**config.mk**
```make
export PLATFORM = sky130hd
export DESIGN_NAME = par_ram
export DESIGN_NICKNAME = d
export VERILOG_FILES = /design/src/design/par_ram.sv
export SDC_FILE = /design/constraint.sdc
export NUM_CORES = 1
export LEC_CHECK = 0
export BUFFER_PORTS_ARGS = -buffer_cell sky130_fd_sc_hd__buf_2
export CAP_MARGIN = 20
export CORE_MARGIN = 1
export CORE_UTILIZATION = 60
export CTS_CLUSTER_DIAMETER = 50
export DETAILED_ROUTE_END_ITERATION = 10
export GPL_TIMING_DRIVEN = 0
export PLACE_DENSITY_LB_ADDON = 0.25
export SLEW_MARGIN = 20
export SYNTH_ARGS = -nofsm -noshare
export SYNTH_HDL_FRONTEND = slang
export SYNTH_SLANG_ARGS = --single-unit
```
**constraint.sdc**
```tcl
create_clock -name clock -period 6.4 [get_ports clock]
set_input_delay 1.28 -clock clock [delete_from_list [all_inputs] [get_ports clock]]
set_output_delay 1.28 -clock clock [all_outputs]
set_load 0.02 [all_outputs]
```
**src/design/par_ram.sv**
```systemverilog
module par_ram #(
   parameter int WIDTH = 8,
   parameter int DEPTH = 64
) (
   input  logic                     clock,
   input  logic                     wr_en,
   input  logic [$clog2(DEPTH)-1:0] wr_addr,
   input  logic [WIDTH-1:0]         wr_data,
   input  logic [$clog2(DEPTH)-1:0] rd_addr,
   output logic [WIDTH-1:0]         rd_data
);
   logic [WIDTH-1:0] mem_ff [DEPTH];
   logic [WIDTH-1:0] rd_data_ff;

   always_ff @(posedge clock) begin
      if (wr_en) begin
         mem_ff[wr_addr] <= wr_data;
      end
      rd_data_ff <= mem_ff[rd_addr];
   end

   assign rd_data = rd_data_ff;
endmodule

```
==> impl_metrics.tcl <==
set metrics [dict create \
    status "finished clean" \
    power_frac_clock_pct 42.2 \
    cts_buffers 50 \
    clock_path_buffers 3 \
    yosys_register_bits 520 \
    grt_pass1_wl_mm 68.06 \
    cp-start-kind "input port" \
    p_sw_mw 1.483 \
    yosys-top-cells-area "edfxtp_1 (76%), mux4_2 (14%), nor2_1 (1.5%)" \
    place_area_mm2 0.02084 \
    seq_area_frac_synth_pct 77.03 \
    ir_worst_vdd_uv 240.3 \
    finalSetupViolCount 0 \
    io_buffers 21 \
    grt_pass1_vias 10073 \
    arrival_ns 4.03 \
    pwr-share-comb_pct 5.3 \
    drt_wl_total_mm 47.07 \
    cts_tree "yes" \
    synth_edf_count 512 \
    grt_overflow_total 0 \
    synthTopCellsByCount "edfxtp_1 (512), mux4_2 (126), nor2_1 (83), mux2i_1 (23), nand2_1 (19)" \
    ios 30 \
    r2r_slack_ns 4.28 \
    htree_levels 2 \
    p_int_mw 5.716 \
    power.leakage_nw 7.055 \
    drv_cap 0 \
    via_per_inst 6.748 \
    holdCritPathClass "reg2reg" \
    synthArstFlopShare_pct 0 \
    ys.flop_type "edfxtp_1" \
    drive_above_1_share_pct 25.43 \
    crit-reg2reg-launch "mem_ff[20][6]$_DFFE_PP_" \
    grt_use_total_pct 28.63 \
    route.detailed.drc 0 \
    netSwitchingFraction_pct 20.60 \
    globalplace.congestion 0.9896 \
    post_drt_wl_per_cell_um 31.46 \
    min_from "mem_ff[34][2]$_DFFE_PP_" \
    synth_top_area_cell "edfxtp_1" \
    antennaDiodeCount 0 \
    synth_fp_nets 962 \
    period_minus_slack_ns 3.619 \
    maxSlewViolCount 0 \
    ys.warnings.count 0 \
    hold_path_depth 4 \
    layout.cells.non_filler 1496 \
    power_density_mw_per_mm2 319.0 \
    synth_top_area_share_pct 76.24 \
    fin_worst_skew_ns 0.01421 \
    die_h_um 185.3 \
    seq_power_share_pct 52.5 \
    setup_tns_ns 0 \
    place_inst 1403 \
    antenna_found_initial 3 \
    cp_max_fo 10 \
    avgSynthCellArea_um2 21.45 \
    die_x_um 185.3 \
    clockRootBuffer "clkbuf_16" \
    post-route-util_pct 68.84 \
    clkTransAtPathRegs_ns 0.07 \
    rr_endpoint "rd_data[6]$_DFF_P_" \
    post-route-cell-area_mm2 0.02257 \
    maxSlewHeadroom_pct 34.43 \
    cts_sinks 520 \
    final-hold-violation-count 0 \
    yosysMostFrequentCell "edfxtp_1" \
    grt_max_degree 65 \
    start_util_pct 61.51 \
    drt-initial-drc-count 1549 \
    cts_setup_buffers 0 \
    synth.distinct_cells 40 \
    routed-via-count 10095 \
    crit_type "in2reg" \
    ff2ff_path_depth 5 \
    cp.required_ns 6.81 \
    dr.pass1.iters 5 \
    netlist_instances 940 \
    coreArea_mm2 0.03278 \
    fmax_mhz 276.3 \
    worst_slew_pin_slew_ns 0.9799 \
    rsz0062_at_grt "no" \
    worstSkewPairLatency_ns 0.56 \
    cts_resized 0 \
    dp_hpwl_mm 28.77 \
    rows 66 \
    end_kind "register" \
    detail-route-antenna-nets 0 \
    area_growth_syn_to_layout_pct 11.91 \
    dieArea_mm2 0.03435 \
    finalCritPeriodShare_pct 56.55 \
    syn_area_mm2 0.02017 \
    nets 1035 \
    holdPathEnd "rd_data[2]$_DFF_P_" \
    cts_hold_buf 0 \
]
==> power by group through the flow <==
stage                     Sequential [mW]  Combinational, mW  Clock (mW)
after global placement               3.85              0.363           0
final                                3.78              0.381        3.04
after floorplan                      3.86              0.201           0
after CTS                            3.78              0.375        3.06
after detailed placement             3.85              0.372           0
after global routing                 3.78              0.397        3.19
==> worst max-delay path, cell delays in order <==
cell and delay [ns]:
buf_4 0.18, buf_2 0.45, buf_1 0.79, nand2_1 0.36
o221ai_1 0.31, nor2_1 0.14, nor3_1 0.31, o32ai_1 0.21
==> cell type report <==
| type | count | area (µm²) |
|---|---|---|
| Sequential cell | 520 | 15530 |
| Fill cell | 2000 | 10220 |
| Multi-Input combinational cell | 369 | 4325 |
| Clock buffer | 73 | 1484 |
| Tap cell | 442 | 553.0 |
| Buffer | 51 | 316.6 |
| Clock inverter | 20 | 229.0 |
| Timing Repair Buffer | 21 | 125.1 |
==> sequential cells by signal, summed over array words and instances (netlist names) <==
register  cells
mem_ff      512
rd_data       8
==> layer usage <==
layer,part of all wire [%],track usage (%)
met4,3.3,10.35
met5,0.15,0
met3,11,6.233
met1,39,41.13
met2,47,43.87
==> how the worst max path moves through the flow <==
stage               startpoint                 end  cells past startpoint  slack [ns]
finish              rd_addr[1]  rd_data[6]$_DFF_P_                      8        2.78
global route        rd_addr[1]  rd_data[4]$_DFF_P_                      8        2.80
CTS                 rd_addr[1]  rd_data[6]$_DFF_P_                      8        2.91
detailed placement  rd_addr[1]  rd_data[6]$_DFF_P_                      8        2.40
global placement    rd_addr[1]  rd_data[6]$_DFF_P_                      8        2.41
floorplan           rd_addr[1]  rd_data[3]$_DFF_P_                      7        3.45
==> cells in the final DEF (no fill, tap or decap), types with 4 or more instances in the layout <==
cell,n
o221ai_1,8
clkinv_1,5
mux2_2,13
o22ai_1,8
nand2b_1,7
bufinv_16,5
mux2i_1,23
buf_6,4
buf_1,4
buf_2,24
mux4_2,126
clkbuf_1,31
nand2_1,19
nand3_1,13
a221oi_1,6
nor2b_1,14
clkbuf_8,4
clkinv_2,7
a211oi_1,4
clkbuf_16,55
nor3_1,5
buf_4,21
nor2_1,83
edfxtp_1,512
dfxtp_1,8
==> per-stage QoR <==
stage          worst slack (ns)  hold slack [ns]  total power, mW
2_1_floorplan             3.452           0.7183            4.056
3_3_place_gp              2.407           0.9093            4.211
3_5_place_dp              2.397           0.8814            4.222
4_1_cts                   2.914           0.8928            7.210
5_1_grt                   2.797           0.9682            7.360
6_report                  2.781           0.8901            7.198
==> cells by family after synthesis <==
| group | share of synthesized area, % |
|---|---|
| simple gates | 3.387 |
| mux | 15.94 |
| buf+inv | 1.570 |
| flops | 77.03 |
| compound gates | 2.072 |
Note: power is estimated with default switching activity, not from simulation.
